File: src/brc_pkg.sv
// Shared types, constants and width helpers for the box region IoU classifier.
// No dependencies; the lane, cell, divider, top and testbench refer to it by scoped names.
package brc_pkg;

   // Image size registers.
   localparam int REG_BITS      = 12;
   localparam int RESET_WIDTH   = 640;
   localparam int RESET_HEIGHT  = 480;
   localparam int CSR_ADDR_BITS = 3;
   localparam int CSR_DATA_BITS = 32;

   // Register indexes, taken from the word address of a write.
   localparam logic REG_IDX_WIDTH  = 1'b0;
   localparam logic REG_IDX_HEIGHT = 1'b1;

   // Region codes.
   localparam int REGION_COUNT = 5;
   typedef logic [2:0] region_type;
   localparam region_type REGION_LT     = 3'd0;
   localparam region_type REGION_RT     = 3'd1;
   localparam region_type REGION_LB     = 3'd2;
   localparam region_type REGION_RB     = 3'd3;
   localparam region_type REGION_CENTRE = 3'd4;

   // A region side in quarter pixels never exceeds twice the image size plus one
   // pixel, so the overlap extent and the region extent fit in this width.
   localparam int EXTENT_BITS = REG_BITS + 2;
   localparam int INTER_BITS  = 2 * EXTENT_BITS;

   // Width of a quarter-pixel coordinate that holds both box and region corners.
   function automatic int quarter_bits(int coord_bits);
      int box_q;
      int reg_q;
      box_q = coord_bits + 2;
      reg_q = REG_BITS + 2;
      return (box_q > reg_q) ? box_q : reg_q;
   endfunction

   // Width of the union area in sixteenths of a square pixel.
   function automatic int den_bits(int coord_bits);
      int box_area;
      box_area = 2 * (coord_bits + 3);
      return ((box_area > INTER_BITS) ? box_area : INTER_BITS) + 1;
   endfunction

endpackage

File: src/brc_div.sv
// Pipelined restoring divider: (num << OVERLAP_FRAC_BITS) / den, one quotient bit
// per stage, num never above den. Depends on brc_pkg.
module brc_div #(
   parameter int COORD_BITS        = 12,
   parameter int OVERLAP_FRAC_BITS = 16
) (
   input  logic                                     clock,
   input  logic                                     en,
   input  logic [brc_pkg::INTER_BITS-1:0]           num,
   input  logic [brc_pkg::den_bits(COORD_BITS)-1:0] den,
   input  brc_pkg::region_type                      idx,
   output logic [OVERLAP_FRAC_BITS:0]               quotient,
   output brc_pkg::region_type                      quotient_idx
);
   localparam int DW = brc_pkg::den_bits(COORD_BITS);
   localparam int S  = OVERLAP_FRAC_BITS + 1;

   logic [DW-1:0] rem_ff [S-1];
   logic [DW-1:0] den_ff [S-1];
   logic [S-1:0]  quo_ff [S];
   brc_pkg::region_type idx_ff [S];

   logic [DW:0]   r0, d0, r0_sub;
   logic          ge0;

   // First stage gives the integer bit, set only when num equals den.
   always_comb begin
      r0     = (DW+1)'(num);
      d0     = {1'b0, den};
      ge0    = r0 >= d0;
      r0_sub = ge0 ? (r0 - d0) : r0;
   end

   always_ff @(posedge clock) begin
      if (en) begin
         rem_ff[0] <= r0_sub[DW-1:0];
         den_ff[0] <= den;
         quo_ff[0] <= {{(S-1){1'b0}}, ge0};
         idx_ff[0] <= idx;
      end
   end

   for (genvar i = 1; i < S; i++) begin : g_step
      logic [DW:0] rs;
      logic [DW:0] dd;
      logic        ge;

      always_comb begin
         rs = {rem_ff[i-1], 1'b0};
         dd = {1'b0, den_ff[i-1]};
         ge = rs >= dd;
      end

      always_ff @(posedge clock) begin
         if (en) begin
            quo_ff[i] <= {quo_ff[i-1][S-2:0], ge};
            idx_ff[i] <= idx_ff[i-1];
         end
      end

      // The last stage only needs its quotient bit, so only earlier stages keep a remainder.
      if (i < S - 1) begin : g_rem
         logic [DW:0] rn;

         always_comb begin
            rn = ge ? (rs - dd) : rs;
         end

         always_ff @(posedge clock) begin
            if (en) begin
               rem_ff[i] <= rn[DW-1:0];
               den_ff[i] <= den_ff[i-1];
            end
         end
      end
   end

   assign quotient     = quo_ff[S-1];
   assign quotient_idx = idx_ff[S-1];
endmodule

File: config.mk
export PLATFORM = sky130hd
export DESIGN_NAME = brc_div
export DESIGN_NICKNAME = d
export VERILOG_FILES = /design/src/brc_pkg.sv /design/src/brc_div.sv
export SDC_FILE = /design/constraint.sdc
export NUM_CORES = 2
export LEC_CHECK = 0
export BUFFER_PORTS_ARGS = -buffer_cell sky130_fd_sc_hd__buf_2
export CAP_MARGIN = 20
export CORE_MARGIN = 4
export CORE_UTILIZATION = 44
export DETAILED_ROUTE_END_ITERATION = 8
export HOLD_SLACK_MARGIN = 0.12
export PLACE_DENSITY = 0.61
export RECOVER_POWER = 25
export SYNTH_ARGS = -nofsm -noshare
export SYNTH_HDL_FRONTEND = slang
export SYNTH_SLANG_ARGS = --single-unit
File: constraint.sdc
create_clock -name clock -period 3.39 [get_ports clock]
set_input_delay 0 -clock clock [delete_from_list [all_inputs] [get_ports clock]]
set_output_delay 0 -clock clock [all_outputs]
set_load 0.005 [all_outputs]
==> results.md <==
- Initial Util: 44.4%
- Final routed DRC violation total: 0
- Overflow after GRT: 0
- Power density cells: 944 nW/um2
- VDD IR-drop max: 0.634 mV
- Die W: 400 um
- Max-cap viol count: 1
- Final Cycle Share: 111%
- H-tree Lvls: 4
- Post-Synthesis Net Count: 6446
- CP Data Required Time: 3.88 ns
- Ys flop type: edfxtp_1
- R2r setup slk: -0.38 ns
- Worst Path Max Fanout: 8
- Drt wl/cell: 16.7 um
- Mapped Cells: 5843
- Max Fclk: 0.265 GHz
- FF+latch count, synth: 1196
- Register area share after synthesis: 53.2%
- Mapped Avg Cell Area: 11.5 um2
- Post-Syn Area: 67500 um2
- Skew-Pair Late Insertion Delay: 0.77 ns
- Unrepaired setup endpoints after global routing: yes
- CORE AREA: 152000 um2
- Dpl ws: -0.713 ns
- Post-route worst setup slack: -0.384 ns
- R2R Path Start: den_ff[1][93]
- Total Power: 80.5 mW
- Reg clk slew, reported paths: 0.06 ns
- Number of diodes: 0
- DP Area: 74800 um2
- Final setup fails: 136
- Largest area contributor in the netlist: edfxtp_1
- Static leakage: 36.3 nW
- Drt total wl: 150000 um
- Buffers on Ports: 83
- Clock Path Buffers: 3
- Critical path depth: 15
- Fin area: 85300 um2
- Initial DRC count: 1986
- Worst reg-to-reg path cell count: 15
- Most frequent cell after synthesis: edfxtp_1
- GRT Util Overall: 18.5%
- Ports: 84
- EDFF count, synth: 1196
- Nets: 7437
- Fillers: 12500
- 1st-pass router iterations: 5
- Worst setup EP type: flop
- Final Hold Vio Count: 0
- Min cycle time layout: 3.77 ns
- Vias per inst: 5.20
- Share of layout cells above drive strength 1: 23.9%
- Crit path DAT: 4.26 ns
- Crit path to: rem_ff[1][153]
- CTS tree: done
- Die H: 400 um
- Final Max Slew Viols: 64
- Vias in the first global route: 49200
- Max-slew headroom: -46.5%
- Post-DRT Antenna Nets: 0
- Layout Cells excl Fill: 8980
- Initial antenna violation count: 0
- Post-synth top area share: 53.2%
- Via count: 46700
- Crit path max-delay family: compound AO/OA/AOI/OAI gates
- Clk_skew: 0.0290 ns
- CTS Root Cell: clkbuf_16
- Die footprint: 160000 um2
- Rows: 143
- Crit-path cells: inv_2, fa_2, a211oi_4, o21a_1, o21ai_2, o31ai_4, o22ai_2, o41ai_4, buf_4, nand2_4, o211ai_2, a21oi_2, or4_4, buf_12, mux2_4
- Hold WC Path Type: in -> reg
- Failing checks: max-capacitance violations, max-slew violations, negative setup slack
- Gpl congestion: 0.940
- Crit path buf inv count: 3
- Worst Setup Start Kind: flop
- Asr flop ratio synth: 0%
- Hpwl dp: 106000 um
- Worst Setup Path Type: reg -> reg
- Final Util: 56.1%
- Most frequent cells after synthesis: edfxtp_1 (1196), inv_1 (649), ha_1 (523)
- # clock sinks: 1196
- Pin count of the biggest net entering global routing: 122
- Area added between synthesis and finish: 26.5%
- R2R Path End: rem_ff[1][153]
- Slew @ Worst Pin: 2.20 ns
- Main area contributors after synthesis: edfxtp_1 (53%), ha_1 (9.7%), inv_1 (3.6%)
- First-pass GRT wire length: 237000 um
- Slowest cell on crit path: or4_4
- Placed Cells: 8434
- Ys Warns: 0
- Worst Setup SP: den_ff[1][93]
- Crit path largest cell delay: 0.61 ns
- Synth cell types: 93
- Status: finished, violations left
- Number of CTS-inserted buffers: 142
-- cells by family (layout without fill, tap and decap cells) --
family | count (synthesis) | after routing | share of synthesized area (%)
flip-flops | 1196 | 1196 | 53.2
adder cells (fa/ha/maj) | 539 | 539 | 10.2
AND/OR/NAND/NOR | 1111 | 1111 | 7.76
AO/OA/AOI/OAI | 1542 | 1542 | 14.5
buffers and inverters | 781 | 1888 | 4.56
XOR/XNOR | 426 | 426 | 5.53
multiplexers | 248 | 248 | 4.28
-- repair_timing --
action                                  in CTS  in global routing
hold endpoints to repair                   976                  0
hold buffers                               124                  0
cloned                                      22                  9
pin swaps                                  144                254
buffers inserted                            90                 58
gates resized for setup                    285                418
endpoints found under the setup margin     396                437
-- sequential cells by signal, indices dropped and copies added (netlist names) --
signal / count
den_ff: 496
idx_ff: 51
quo_ff: 153
rem_ff: 496
-- worst register-to-register path: cells and delay by family, from the launching register on --
kind | cells | cell delay (ns)
buffers and inverters | 3 | 0.46
AND/OR/NAND/NOR | 2 | 0.67
multiplexers | 1 | 0.30
adder cells (fa/ha/maj) | 1 | 0.41
AO/OA/AOI/OAI | 8 | 1.31
flip-flops | 1 | 0.36
-- worst min path at each step --
stage	start	to	slack [ns]	cells after the start
3_3_place_gp	idx[1]	idx_ff[0][1]	0.18	1
6_report	num[1]	rem_ff[0][1]	0.20	4
5_1_grt	num[1]	rem_ff[0][1]	0.23	4
3_5_place_dp	idx[1]	idx_ff[0][1]	0.18	1
4_1_cts	num[1]	rem_ff[0][1]	0.12	4
2_1_floorplan	den[0]	den_ff[0][0]	0.1	0
-- where the power goes --
group          leakage, nW  switching, mW  internal (mW)
logic                 22.3           20.2           21.4
clock network         2.31           5.91           9.26
registers             11.7           1.91           21.8
-- stage by stage --
stage               hold slack (ns)  setup TNS, ns
floorplan                    0.0989          -3.54
global placement              0.181         -83.15
detailed placement            0.181         -97.45
CTS                           0.120         -30.17
global route                  0.234         -46.20
finish                        0.204         -21.24
-- cell type report --
cell class | instances | area (um2) | share of cell area [%]
sequential | 1196 | 35900 | 42.1
multi-input combinational | 3866 | 31000 | 36.3
timing repair buffer | 974 | 8740 | 10.2
clock buffer | 178 | 3900 | 4.57
tap | 2030 | 2540 | 2.98
inverter | 654 | 2460 | 2.89
clock inverter | 82 | 781 | 0.915
-- layer usage --
| metal | global-route usage, % | vias to the layer above | wire length [um] | part of all wire (%) |
|---|---|---|---|---|
| met2 | 38.4 | 779 | 85800 | 57 |
| li1 | - | 23400 | - | - |
| met3 | 2.62 | 477 | 3970 | 2.6 |
| met5 | 0 | - | 0 | 0 |
| met4 | 10.8 | 0 | 9420 | 6.3 |
| met1 | 16.5 | 22100 | 50500 | 34 |
-- cells in the final DEF, fill, tap and decap left out, types with 73 or more instances in the layout --
master / instances
a21o_1: 290
a21oi_1: 378
buf_4: 639
clkbuf_16: 162
dlygate4sd3_1: 124
edfxtp_1: 1196
ha_1: 504
inv_1: 631
mux2_2: 73
mux2_4: 127
nand2_1: 349
nand3_1: 82
nand4_1: 87
nor2_1: 251
o21ai_0: 209
o21ai_2: 102
xnor2_1: 252
xor2_1: 172
Power figures use the tool's default switching activity.
