### config.mk
export PLATFORM = sky130hd
export DESIGN_NAME = brc_cell
export DESIGN_NICKNAME = d
export VERILOG_FILES = /design/src/brc_pkg.sv /design/src/brc_cell.sv
export SDC_FILE = /design/constraint.sdc
export NUM_CORES = 2
export LEC_CHECK = 0
export ABC_AREA = 1
export BUFFER_PORTS_ARGS = -buffer_cell sky130_fd_sc_hd__buf_2
export CORE_MARGIN = 2
export CORE_UTILIZATION = 65
export DETAILED_ROUTE_END_ITERATION = 8
export GPL_TIMING_DRIVEN = 1
export HOLD_SLACK_MARGIN = 0.03
export PLACE_DENSITY_LB_ADDON = 0.2
export SLEW_MARGIN = 10
export SYNTH_ARGS = -nofsm -noshare
export SYNTH_HDL_FRONTEND = slang
export SYNTH_SLANG_ARGS = --single-unit
### constraint.sdc
create_clock -name clock -period 11.3 [get_ports clock]
set_input_delay 3.39 -clock clock [delete_from_list [all_inputs] [get_ports clock]]
set_output_delay 3.39 -clock clock [all_outputs]
set_load 0.1 [all_outputs]
### src/brc_pkg.sv
// Shared types, constants and width helpers for the box region IoU classifier.
// No dependencies; the lane, cell, divider, top and testbench refer to it by scoped names.
package brc_pkg;

   // Image size registers.
   localparam int REG_BITS      = 12;
   localparam int RESET_WIDTH   = 640;
   localparam int RESET_HEIGHT  = 480;
   localparam int CSR_ADDR_BITS = 3;
   localparam int CSR_DATA_BITS = 32;

   // Register indexes, taken from the word address of a write.
   localparam logic REG_IDX_WIDTH  = 1'b0;
   localparam logic REG_IDX_HEIGHT = 1'b1;

   // Region codes.
   localparam int REGION_COUNT = 5;
   typedef logic [2:0] region_type;
   localparam region_type REGION_LT     = 3'd0;
   localparam region_type REGION_RT     = 3'd1;
   localparam region_type REGION_LB     = 3'd2;
   localparam region_type REGION_RB     = 3'd3;
   localparam region_type REGION_CENTRE = 3'd4;

   // A region side in quarter pixels never exceeds twice the image size plus one
   // pixel, so the overlap extent and the region extent fit in this width.
   localparam int EXTENT_BITS = REG_BITS + 2;
   localparam int INTER_BITS  = 2 * EXTENT_BITS;

   // Width of a quarter-pixel coordinate that holds both box and region corners.
   function automatic int quarter_bits(int coord_bits);
      int box_q;
      int reg_q;
      box_q = coord_bits + 2;
      reg_q = REG_BITS + 2;
      return (box_q > reg_q) ? box_q : reg_q;
   endfunction

   // Width of the union area in sixteenths of a square pixel.
   function automatic int den_bits(int coord_bits);
      int box_area;
      box_area = 2 * (coord_bits + 3);
      return ((box_area > INTER_BITS) ? box_area : INTER_BITS) + 1;
   endfunction

endpackage

### src/brc_cell.sv
// Compare cell: keeps the better of the incoming best and its own region's IoU.
// Two register stages, split cross products then compare; depends on brc_pkg.
module brc_cell #(
   parameter int                  COORD_BITS = 12,
   parameter brc_pkg::region_type REGION     = brc_pkg::REGION_LT
) (
   input  logic                                     clock,
   input  logic                                     en,
   input  logic [brc_pkg::INTER_BITS-1:0]           cand_num,
   input  logic [brc_pkg::den_bits(COORD_BITS)-1:0] cand_den,
   input  logic [brc_pkg::INTER_BITS-1:0]           in_num,
   input  logic [brc_pkg::den_bits(COORD_BITS)-1:0] in_den,
   input  brc_pkg::region_type                      in_idx,
   output logic [brc_pkg::INTER_BITS-1:0]           out_num,
   output logic [brc_pkg::den_bits(COORD_BITS)-1:0] out_den,
   output brc_pkg::region_type                      out_idx
);
   localparam int NW = brc_pkg::INTER_BITS;
   localparam int DW = brc_pkg::den_bits(COORD_BITS);
   localparam int LO = DW / 2;
   localparam int HI = DW - LO;
   localparam int PW = NW + DW;

   logic [NW+LO-1:0] pa_lo_in, pa_lo_ff, pb_lo_in, pb_lo_ff;
   logic [NW+HI-1:0] pa_hi_in, pa_hi_ff, pb_hi_in, pb_hi_ff;
   logic [NW-1:0]    cn_ff, bn_ff;
   logic [DW-1:0]    cd_ff, bd_ff;
   brc_pkg::region_type bi_ff;

   logic [PW-1:0] lhs, rhs;
   logic          take;
   logic [NW-1:0] out_num_in, out_num_ff;
   logic [DW-1:0] out_den_in, out_den_ff;
   brc_pkg::region_type out_idx_in, out_idx_ff;

   // Stage A: candidate * best_den against best_num * candidate_den, each in two halves.
   always_comb begin
      pa_lo_in = cand_num * in_den[LO-1:0];
      pa_hi_in = cand_num * in_den[DW-1:LO];
      pb_lo_in = in_num * cand_den[LO-1:0];
      pb_hi_in = in_num * cand_den[DW-1:LO];
   end

   always_ff @(posedge clock) begin
      if (en) begin
         pa_lo_ff <= pa_lo_in;
         pa_hi_ff <= pa_hi_in;
         pb_lo_ff <= pb_lo_in;
         pb_hi_ff <= pb_hi_in;
         cn_ff    <= cand_num;
         cd_ff    <= cand_den;
         bn_ff    <= in_num;
         bd_ff    <= in_den;
         bi_ff    <= in_idx;
      end
   end

   // Stage B: strictly greater wins, so ties keep the earlier region.
   always_comb begin
      lhs  = PW'(pa_lo_ff) + {pa_hi_ff, {LO{1'b0}}};
      rhs  = PW'(pb_lo_ff) + {pb_hi_ff, {LO{1'b0}}};
      take = lhs > rhs;
      out_num_in = take ? cn_ff : bn_ff;
      out_den_in = take ? cd_ff : bd_ff;
      out_idx_in = take ? REGION : bi_ff;
   end

   always_ff @(posedge clock) begin
      if (en) begin
         out_num_ff <= out_num_in;
         out_den_ff <= out_den_in;
         out_idx_ff <= out_idx_in;
      end
   end

   assign out_num = out_num_ff;
   assign out_den = out_den_ff;
   assign out_idx = out_idx_ff;
endmodule

==> flow_metrics.tcl <==
set metrics [dict create \
    insertion_delay_ns 0.60 \
    cp.depth 19 \
    nNetsFinal 11700 \
    grt_pass1_vias 67300 \
    cts_resized 0 \
    crit_fanout 29 \
    via_per_inst 5.63 \
    die_h_um 346 \
    wire_per_inst_um 20.8 \
    cp_slowest_stage_delay_ns 0.77 \
    critPathMostFrequentCell "fa_1" \
    end_kind "flop" \
    synthDistinctLibCells 38 \
    fmax_ghz 0.107 \
    gp_congestion 0.993 \
    max_cap_violations 0 \
    r2r-end "out_num[22]$_DFFE_PP_" \
    path_cells "buf_2 > nand2_1 > fa_1 > fa_1 > fa_1 > inv_1 > fa_1 > fa_1 > inv_1 > fa_1 > inv_1 > ha_1 > nand2_1 > nor2_1 > nand4_1 > o21ai_0 > nand2_1 > nand2_1 > xor2_1" \
    post_cts_buffers 0 \
    dpl.hpwl_um 185000 \
    vias 63100 \
    yosysTopAreaCell "fa_1" \
    syn_nets 11800 \
    grt_usage 0.399 \
    die_area_um2 120000 \
    yosysTopAreaCellShare 0.367 \
    cts.root.buffer_cell "clkbuf_16" \
    drive_gt1_frac 0.0305 \
    ys_seq_elements 357 \
    remaining_drc_errors 0 \
    drtAntennaViolNets 0 \
    setup_viol 0 \
    crit_required_ns 11.68 \
    max_slew.worst_pin.slew_ns 1.19 \
    grt_overflow_total 0 \
    max-slew-margin-rel 0.205 \
    antenna_found_initial 14 \
    drtPass1Iterations 9 \
    wirelength_um 233000 \
    status "finished, final reports clean" \
    worst-path-buf-inv 4 \
    yosysWarnings 0 \
    avgSynthCellArea_um2 7.80 \
    ios 185 \
    drt-initial-drc-count 5994 \
    critPathArrivalTime_ns 9.72 \
    portBuffers 184 \
    crit_type "in2reg" \
    grt_pass1_wl_um 368000 \
    tritoncts "done" \
    grt_max_degree 145 \
    die_x_um 346 \
    hold_slack_ns 0.504 \
    critPathCapture "pb_hi_ff[21]$_DFFE_PP_" \
    start_kind "primary input" \
    hold_buffers 0 \
    worstRegToRegCells 18 \
    setup-tns-final_ns 0 \
    rsz0062_at_grt "no" \
    skew_ns 0.0413 \
    critical_path.startpoint "cand_den[16]" \
    synth.top_cells.by_area "fa_1 37%, edfxtp_1 14%, nand2_1 14%, inv_1 13%, ha_1 9.2%" \
    cts_buffer_depth 3 \
    hp-class "reg2reg" \
    synth_area_um2 76200 \
    slew_viol_final 0 \
    netlist_instances 9765 \
    syn_to_final_growth_pct 4.01 \
    hold_viol_final 0 \
    numCtsBuffers 39 \
    clkTransAtPathRegs_ns 0.07 \
    rows 125 \
    htree_levels 2 \
    ys_seq_area_frac 0.141 \
    cts.sinks 357 \
    reg2reg_slack_ns 5.44 \
    core_um2 116000 \
    r2r-start "pb_hi_ff[26]$_DFFE_PP_" \
    min_period_over_period 0.826 \
    worst_path_max_delay_cell "buf_2" \
    fin_crit_ns 9.33 \
    crit_family "adder cells" \
    start_util 0.655 \
]
Yosys cell counts:
master     count
o31ai_1        2
a31oi_1       12
buf_6          2
buf_2          9
nand2b_1       1
nand3_1      234
edfxtp_1     357
nand2_2        2
nor3b_1        1
nand4_2        1
clkbuf_1     268
o21ai_0      165
inv_1       2685
o21bai_1      21
nor4_1         7
xor2_1       109
nand3b_1      11
nand2_1     2855
and3_1         2
buf_1         93
a21boi_0      12
o2111ai_1      1
nor3_1        40
inv_2          2
a21o_1        29
nand4_1       63
ha_1         561
or3_1          1
xnor2_1       56
o311ai_0       2
fa_1        1398
o211ai_1       6
o21a_1        22
nor3b_2        2
a21oi_1      317
and2_1         4
or2_2          4
nor2_1       408
kinds of logic after synthesis:
family          count (synthesis)  synth area share
compound gates                589            0.0421
fa+ha+maj                    1959             0.460
xor+xnor                      165            0.0190
simple gates                 3636             0.187
buf+inv                      3059             0.151
flops                         357             0.141
per-layer routing:
layer / up-vias / global-route usage / share of wire
met4: 14 / 0.149 / 0.043
li1: 28100 / - / -
met2: 3498 / 0.620 / 0.44
met5: - / 0 / 0.00038
met1: 30800 / 0.549 / 0.40
met3: 689 / 0.0959 / 0.12
how the worst min path moves through the flow:
stage                              from                    end  slack (ns)  cells after the start
floorplan            bd_ff[0]$_DFFE_PP_   out_den[0]$_DFFE_PP_        0.49                      2
global placement    bd_ff[21]$_DFFE_PP_  out_den[21]$_DFFE_PP_        0.49                      2
detailed placement  bd_ff[21]$_DFFE_PP_  out_den[21]$_DFFE_PP_        0.50                      2
CTS                 bn_ff[26]$_DFFE_PP_  out_num[26]$_DFFE_PP_        0.50                      2
global route        bn_ff[26]$_DFFE_PP_  out_num[26]$_DFFE_PP_        0.53                      2
finish              bn_ff[26]$_DFFE_PP_  out_num[26]$_DFFE_PP_        0.50                      2
flip-flops by register name, summed over array words and instances, names as in the netlist:
register	cells
bd_ff	31
bi_ff	3
bn_ff	28
cd_ff	31
cn_ff	28
out_den	31
out_idx	3
out_num	28
pa_hi_ff	44
pa_lo_ff	43
pb_hi_ff	44
pb_lo_ff	43
placed cells by master (no fill, tap or decap), types with 3 or more instances in the layout:
| cell | count |
|---|---|
| nand2_1 | 2855 |
| clkinvlp_4 | 7 |
| ha_1 | 561 |
| a21boi_0 | 12 |
| fa_1 | 1398 |
| o21a_1 | 22 |
| xor2_1 | 109 |
| nand4_1 | 63 |
| nor2_1 | 408 |
| a21oi_1 | 317 |
| bufinv_16 | 6 |
| nor4_1 | 7 |
| xnor2_1 | 56 |
| clkbuf_16 | 40 |
| clkinv_2 | 5 |
| nand3b_1 | 11 |
| inv_6 | 3 |
| o21bai_1 | 21 |
| nand3_1 | 234 |
| o21ai_0 | 165 |
| o211ai_1 | 6 |
| and2_1 | 4 |
| nor3_1 | 40 |
| or2_2 | 4 |
| buf_4 | 34 |
| edfxtp_1 | 357 |
| inv_1 | 2685 |
| a21o_1 | 29 |
| clkbuf_1 | 3 |
| buf_2 | 183 |
| a31oi_1 | 12 |
worst register-to-register path: cells and delay by family (launching register included):
kind / cells / cell delay, ns
adder cells (fa/ha/maj): 2 / 0.75
buffers and inverters: 2 / 0.93
flip-flops: 1 / 0.50
AND/OR/NAND/NOR: 14 / 3.53
area by class of cell:
cell class / count / area [um^2]
Sequential cell: 357 / 10700
Clock inverter: 27 / 337
Clock buffer: 43 / 1010
Timing Repair Buffer: 219 / 1210
Multi-Input combinational cell: 6349 / 53900
Antenna cell: 2 / 5.00
Fill cell: 9712 / 37000
Inverter: 2687 / 10100
Tap cell: 1524 / 1910
through the flow:
step | worst slack [ns] | utilization | cells | area, um^2
2_1_floorplan | 2.67 | - | 9765 | 76200
3_3_place_gp | 1.58 | 0.670 | 11100 | 77900
3_5_place_dp | 1.51 | 0.670 | 11100 | 77900
4_1_cts | 2.10 | 0.682 | 11200 | 79200
5_1_grt | 1.77 | 0.682 | 11200 | 79200
6_report | 1.97 | 0.682 | 11200 | 79200
Power is not shown: default switching activity piles up to over one toggle a cycle in this logic, so the estimate is an artifact.
