## src/brc_pkg.sv

```systemverilog
// Shared types, constants and width helpers for the box region IoU classifier.
// No dependencies; the lane, cell, divider, top and testbench refer to it by scoped names.
package brc_pkg;

   // Image size registers.
   localparam int REG_BITS      = 12;
   localparam int RESET_WIDTH   = 640;
   localparam int RESET_HEIGHT  = 480;
   localparam int CSR_ADDR_BITS = 3;
   localparam int CSR_DATA_BITS = 32;

   // Register indexes, taken from the word address of a write.
   localparam logic REG_IDX_WIDTH  = 1'b0;
   localparam logic REG_IDX_HEIGHT = 1'b1;

   // Region codes.
   localparam int REGION_COUNT = 5;
   typedef logic [2:0] region_type;
   localparam region_type REGION_LT     = 3'd0;
   localparam region_type REGION_RT     = 3'd1;
   localparam region_type REGION_LB     = 3'd2;
   localparam region_type REGION_RB     = 3'd3;
   localparam region_type REGION_CENTRE = 3'd4;

   // A region side in quarter pixels never exceeds twice the image size plus one
   // pixel, so the overlap extent and the region extent fit in this width.
   localparam int EXTENT_BITS = REG_BITS + 2;
   localparam int INTER_BITS  = 2 * EXTENT_BITS;

   // Width of a quarter-pixel coordinate that holds both box and region corners.
   function automatic int quarter_bits(int coord_bits);
      int box_q;
      int reg_q;
      box_q = coord_bits + 2;
      reg_q = REG_BITS + 2;
      return (box_q > reg_q) ? box_q : reg_q;
   endfunction

   // Width of the union area in sixteenths of a square pixel.
   function automatic int den_bits(int coord_bits);
      int box_area;
      box_area = 2 * (coord_bits + 3);
      return ((box_area > INTER_BITS) ? box_area : INTER_BITS) + 1;
   endfunction

endpackage

```

## src/brc_lane.sv

```systemverilog
// One region lane: intersection and union areas of a box against one fixed region.
// Three register stages; depends on brc_pkg.
module brc_lane #(
   parameter int                  COORD_BITS = 12,
   parameter brc_pkg::region_type REGION     = brc_pkg::REGION_LT
) (
   input  logic                                      clock,
   input  logic                                      en,
   input  logic [COORD_BITS-1:0]                     box_left,
   input  logic [COORD_BITS-1:0]                     box_top,
   input  logic [COORD_BITS-1:0]                     box_right,
   input  logic [COORD_BITS-1:0]                     box_bottom,
   input  logic [brc_pkg::REG_BITS-1:0]              image_width,
   input  logic [brc_pkg::REG_BITS-1:0]              image_height,
   output logic [brc_pkg::INTER_BITS-1:0]            num,
   output logic [brc_pkg::den_bits(COORD_BITS)-1:0]  den
);
   localparam int XW  = brc_pkg::quarter_bits(COORD_BITS);
   localparam int EW  = brc_pkg::EXTENT_BITS;
   localparam int NW  = brc_pkg::INTER_BITS;
   localparam int BW  = COORD_BITS + 3;
   localparam int DW  = brc_pkg::den_bits(COORD_BITS);

   logic [XW-1:0] w1, w2, w3, w4, h1, h2, h3, h4;
   logic [XW-1:0] rl, rt, rr, rb;
   logic [XW-1:0] bl, bt, br, bb;
   logic [XW-1:0] x1, y1, x2, y2;
   logic [XW-1:0] dx_full, dy_full, rw_full, rh_full;
   logic          empty;

   logic          empty1_in, empty1_ff;
   logic [EW-1:0] dx_in, dx_ff, dy_in, dy_ff, rw_in, rw_ff, rh_in, rh_ff;
   logic [BW-1:0] bw_in, bw_ff, bh_in, bh_ff;

   logic            empty2_ff;
   logic [NW-1:0]   inter_in, inter_ff, ar_in, ar_ff;
   logic [2*BW-1:0] ab_in, ab_ff;

   logic [DW-1:0] uni;
   logic [NW-1:0] num_in, num_ff;
   logic [DW-1:0] den_in, den_ff;

   // Region corners in quarter pixels.
   always_comb begin
      w1 = XW'(image_width);
      w2 = XW'({image_width, 1'b0});
      w4 = XW'({image_width, 2'b00});
      w3 = w1 + w2;
      h1 = XW'(image_height);
      h2 = XW'({image_height, 1'b0});
      h4 = XW'({image_height, 2'b00});
      h3 = h1 + h2;
      unique case (REGION)
         brc_pkg::REGION_RT: begin
            rl = w2; rt = '0; rr = w4; rb = h2;
         end
         brc_pkg::REGION_LB: begin
            rl = '0; rt = h2; rr = w2; rb = h4;
         end
         brc_pkg::REGION_RB: begin
            rl = w2; rt = h2; rr = w4; rb = h4;
         end
         brc_pkg::REGION_CENTRE: begin
            rl = w1; rt = h1; rr = w3; rb = h3;
         end
         default: begin
            rl = '0; rt = '0; rr = w2; rb = h2;
         end
      endcase
   end

   // Stage 1: overlap rectangle and side lengths.
   always_comb begin
      bl = XW'({box_left, 2'b00});
      bt = XW'({box_top, 2'b00});
      br = XW'({box_right, 2'b00});
      bb = XW'({box_bottom, 2'b00});
      x1 = (bl > rl) ? bl : rl;
      y1 = (bt > rt) ? bt : rt;
      x2 = (br < rr) ? br : rr;
      y2 = (bb < rb) ? bb : rb;
      empty = (x2 < x1) || (y2 < y1);
      dx_full = x2 - x1 + XW'(4);
      dy_full = y2 - y1 + XW'(4);
      rw_full = rr - rl + XW'(4);
      rh_full = rb - rt + XW'(4);
      empty1_in = empty;
      dx_in = empty ? '0 : dx_full[EW-1:0];
      dy_in = empty ? '0 : dy_full[EW-1:0];
      rw_in = rw_full[EW-1:0];
      rh_in = rh_full[EW-1:0];
      bw_in = BW'({box_right, 2'b00}) - BW'({box_left, 2'b00}) + BW'(4);
      bh_in = BW'({box_bottom, 2'b00}) - BW'({box_top, 2'b00}) + BW'(4);
   end

   always_ff @(posedge clock) begin
      if (en) begin
         empty1_ff <= empty1_in;
         dx_ff     <= dx_in;
         dy_ff     <= dy_in;
         rw_ff     <= rw_in;
         rh_ff     <= rh_in;
         bw_ff     <= bw_in;
         bh_ff     <= bh_in;
      end
   end

   // Stage 2: the three areas.
   always_comb begin
      inter_in = dx_ff * dy_ff;
      ar_in    = rw_ff * rh_ff;
      ab_in    = bw_ff * bh_ff;
   end

   always_ff @(posedge clock) begin
      if (en) begin
         empty2_ff <= empty1_ff;
         inter_ff  <= inter_in;
         ar_ff     <= ar_in;
         ab_ff     <= ab_in;
      end
   end

   // Stage 3: union; an empty overlap reads as 0/1.
   always_comb begin
      uni    = DW'(ab_ff) + DW'(ar_ff) - DW'(inter_ff);
      num_in = empty2_ff ? '0 : inter_ff;
      den_in = empty2_ff ? DW'(1) : uni;
   end

   always_ff @(posedge clock) begin
      if (en) begin
         num_ff <= num_in;
         den_ff <= den_in;
      end
   end

   assign num = num_ff;
   assign den = den_ff;
endmodule

```

## config.mk

```make
export PLATFORM = sky130hd
export DESIGN_NAME = brc_lane
export DESIGN_NICKNAME = d
export VERILOG_FILES = /design/src/brc_pkg.sv /design/src/brc_lane.sv
export SDC_FILE = /design/constraint.sdc
export NUM_CORES = 2
export LEC_CHECK = 0
export BUFFER_PORTS_ARGS = -buffer_cell sky130_fd_sc_hd__buf_2
export CORE_ASPECT_RATIO = 0.8
export CORE_MARGIN = 3
export CORE_UTILIZATION = 59
export CTS_BUF_LIST = sky130_fd_sc_hd__clkbuf_4 sky130_fd_sc_hd__clkbuf_8
export CTS_CLUSTER_DIAMETER = 30
export CTS_CLUSTER_SIZE = 8
export DETAILED_ROUTE_END_ITERATION = 7
export PLACE_DENSITY = 0.76
export SLEW_MARGIN = 20
export SYNTH_ARGS = -nofsm -noshare
export SYNTH_HDL_FRONTEND = slang
export SYNTH_SLANG_ARGS = --single-unit
export TNS_END_PERCENT = 30
```

## constraint.sdc

```tcl
create_clock -name clock -period 14.2 [get_ports clock]
set_input_delay 0.71 -clock clock [delete_from_list [all_inputs] [get_ports clock]]
set_output_delay 0.71 -clock clock [all_outputs]
set_load 0.005 [all_outputs]
```

==> impl_metrics.ini <==
[global_routing]
grt_first_pass_wirelength_um = 119900
grt_max_degree = 91
grt_pass1_vias = 22716
gr-total-overflow = 0
track_usage_pct = 27.61
antenna_found_initial = 1

[setup_path]
r2r-start = rw_ff[8]
worstPathCellList = and2_1 -> fa_1 -> inv_1 -> fa_1 -> inv_1 -> fa_1 -> inv_1 -> fa_1 -> inv_1 -> fa_1 -> ha_1 -> ha_1 -> o21ai_0 -> o21bai_1 -> a2111oi_0 -> o31ai_1 -> a21o_1 -> a21oi_1 -> o21ai_0 -> xnor2_1
reg2reg_to = ar_ff[20]
max_stage_delay_ns = 0.82
critPathArrivalTime_ns = 6.75
r2r_slack_ns = 7.79
cp-start-kind = flop
ff2ff_path_depth = 20
critPathBufInv = 4
slowest_stage = a2111oi_0
cpMostUsedCell = fa_1
crit_type = flop to flop
crit_fanout = 13
cp_top_family = adder cells
cp-end-kind = flop
worst_ep_required_time_ns = 14.54

[clock_tree]
cts-root-buf = clkbuf_8
htree_levels = 2
clk_path_buf_depth = 3
cts_sinks = 214
post_cts_buffers = 0
cts_hold_buf = 0
clk_pin_slew_ns = 0.05
insertion_delay_ns = 0.60
tritoncts = yes
postCtsResizedCells = 0
cts_buffers = 45

[hold_path]
worstHoldEndpoint = rh_ff[1]
min_from = image_height[0]
worstHoldPathCells = 1
hold_class = primary input to flop

[floorplan]
coreArea_um2 = 51290
dieWidth_um = 261.3
rows = 74
initial_core_util_pct = 59.98
die_h_um = 210.2
dieArea_um2 = 54940
io_pins = 133

[route]
dr.pass1.iters = 6
dr_wl_met3_um = 5996
drc = 0
wl_per_cell_um = 18.42
routed.top_layer = met4
drt_iter0_drc = 1650
routed_wl_um = 73440
wl_met1_um = 33230
ant_nets = 0
num_vias = 22165
wl_met2_um = 32290
avgViaCountPerCell = 5.561

[placement]
gp_congestion = 0.9487
dp_hpwl_um = 61230
portBuffers = 129

[synthesis]
async_flop_share_pct = 0
mappedNetlistArea_um2 = 30770
synth_top_area_share_pct = 26.16
synthTopCellsByArea = fa_1 26%, edfxtp_1 21%, ha_1 17%, inv_1 7.6%, and2_1 5.5%
yosysUniqueCellTypes = 68
ys_seq_area_share_pct = 20.89
synth_edf_count = 214
yosysTopAreaCell = fa_1
syn_inst = 3199
synth_warnings = 0
syn_avg_cell_area_um2 = 9.617
ys.flop_type = edfxtp_1
ys_ff_latch = 214

[timing]
period_needed_ns = 6.408
setup_viol = 0
tightestPinTransition_ns = 1.031
min_period_over_period_pct = 45.13
tns_ns = 0
max_freq_mhz = 156.1
skew_ns = 0.03447
rsz0062_at_grt = false
finalHoldViolations = 0
slew_headroom_pct = 31.24
slew_viol_final = 0

[layout]
drive_gt1_share_pct = 6.905
diodes = 0
area_growth_pct = 6.735
layout.nets = 4171

[flow_run]
cap_viol_max_count = 0

[outcome]
outcome = completed
## per-stage QoR
stage	hold slack, ns	area [µm²]	std cells	utilization, %	setup WS, ns
3_5_place_dp	0.4351	31890	3909	62.17	7.514
3_3_place_gp	0.4522	31890	3909	62.17	7.491
5_1_grt	0.4062	32840	3986	64.02	7.373
4_1_cts	0.3999	32830	3986	64.00	7.921
6_report	0.4466	32840	3986	64.02	7.792
2_1_floorplan	0.4003	30780	3204	-	8.530
## Yosys cell counts (11+ instances only)
library cell / number
o21a_1: 28
a21o_1: 42
clkbuf_1: 107
nand4_1: 18
nand3_1: 34
ha_1: 423
nand2_1: 320
nor2b_1: 54
inv_1: 619
nor3_1: 29
o21bai_1: 13
and3_1: 15
xor2_1: 40
a211oi_1: 13
nand2b_1: 20
fa_1: 402
edfxtp_1: 214
xnor2_1: 93
nor2_1: 124
a21oi_1: 118
and2_1: 270
o21ai_0: 70
mux2_2: 11
## state kept, by name, indices dropped and copies added, names as in the netlist
signal	flops
bw_ff	13
rh_ff	13
bh_ff	13
ab_ff	26
dy_ff	13
inter_ff	26
rw_ff	13
empty2_ff	1
dx_ff	13
ar_ff	26
den	30
num	26
empty1_ff	1
## placed cells by master, fill, tap and decap left out, drive strengths merged, types with 5 or more instances in the layout
cell type	n
nor2b	54
or3	6
xnor2	93
nor3	29
o21bai	13
fa	402
mux2	12
a21oi	119
o311ai	6
mux2i	9
nand2b	20
o31ai	6
a21boi	5
a211oi	13
a21o	42
a31oi	9
and3	15
nor2	124
conb	7
ha	423
and2	271
clkinv	18
clkbuf	52
edfxtp	214
o21ai	73
buf	131
xor2	40
o211ai	9
nand2	321
a221oi	6
o21a	28
nand4	18
nand3	34
inv	622
## worst max-delay path by stage
stage                                from      endpoint  slack (ns)  depth (start not counted)
after floorplan                  dx_ff[6]  inter_ff[26]        8.53                         21
after global placement    image_width[10]     dy_ff[10]        7.49                         16
after detailed placement  image_width[10]     dy_ff[10]        7.51                         16
after CTS                        rw_ff[8]     ar_ff[20]        7.92                         20
after global routing             rw_ff[8]     ar_ff[26]        7.37                         20
final                            rw_ff[8]     ar_ff[20]        7.79                         20
## cells by family after synthesis
family,Yosys count,share of synthesized area (%)
AOI/OAI and AO/OA,362,7.483
xor gates and xnor gates,133,3.786
adders and majority gates,825,43.36
buffers and inverters,731,8.967
DFF,214,20.89
muxes,21,0.7320
other,2,0.02441
and+or+nand+nor,911,14.76
## area by class of cell
cell class | count | area [µm²]
Tap cell | 684 | 855.8
Clock buffer | 51 | 664.4
Inverter | 620 | 2327
Multi-Input combinational cell | 2259 | 21610
Timing Repair Buffer | 132 | 676.9
Fill cell | 4187 | 18460
Sequential cell | 214 | 6426
Clock inverter | 26 | 272.8
## per-layer routing
layer | vias up | GRT usage, %
met5 | - | 0
met4 | 0 | 7.298
met3 | 126 | 5.538
met2 | 859 | 42.16
met1 | 10824 | 40.59
li1 | 10356 | -
Power is left out: the tool's default activity adds up to more than one toggle a clock period on the data nets, which glitch-free logic cannot reach.
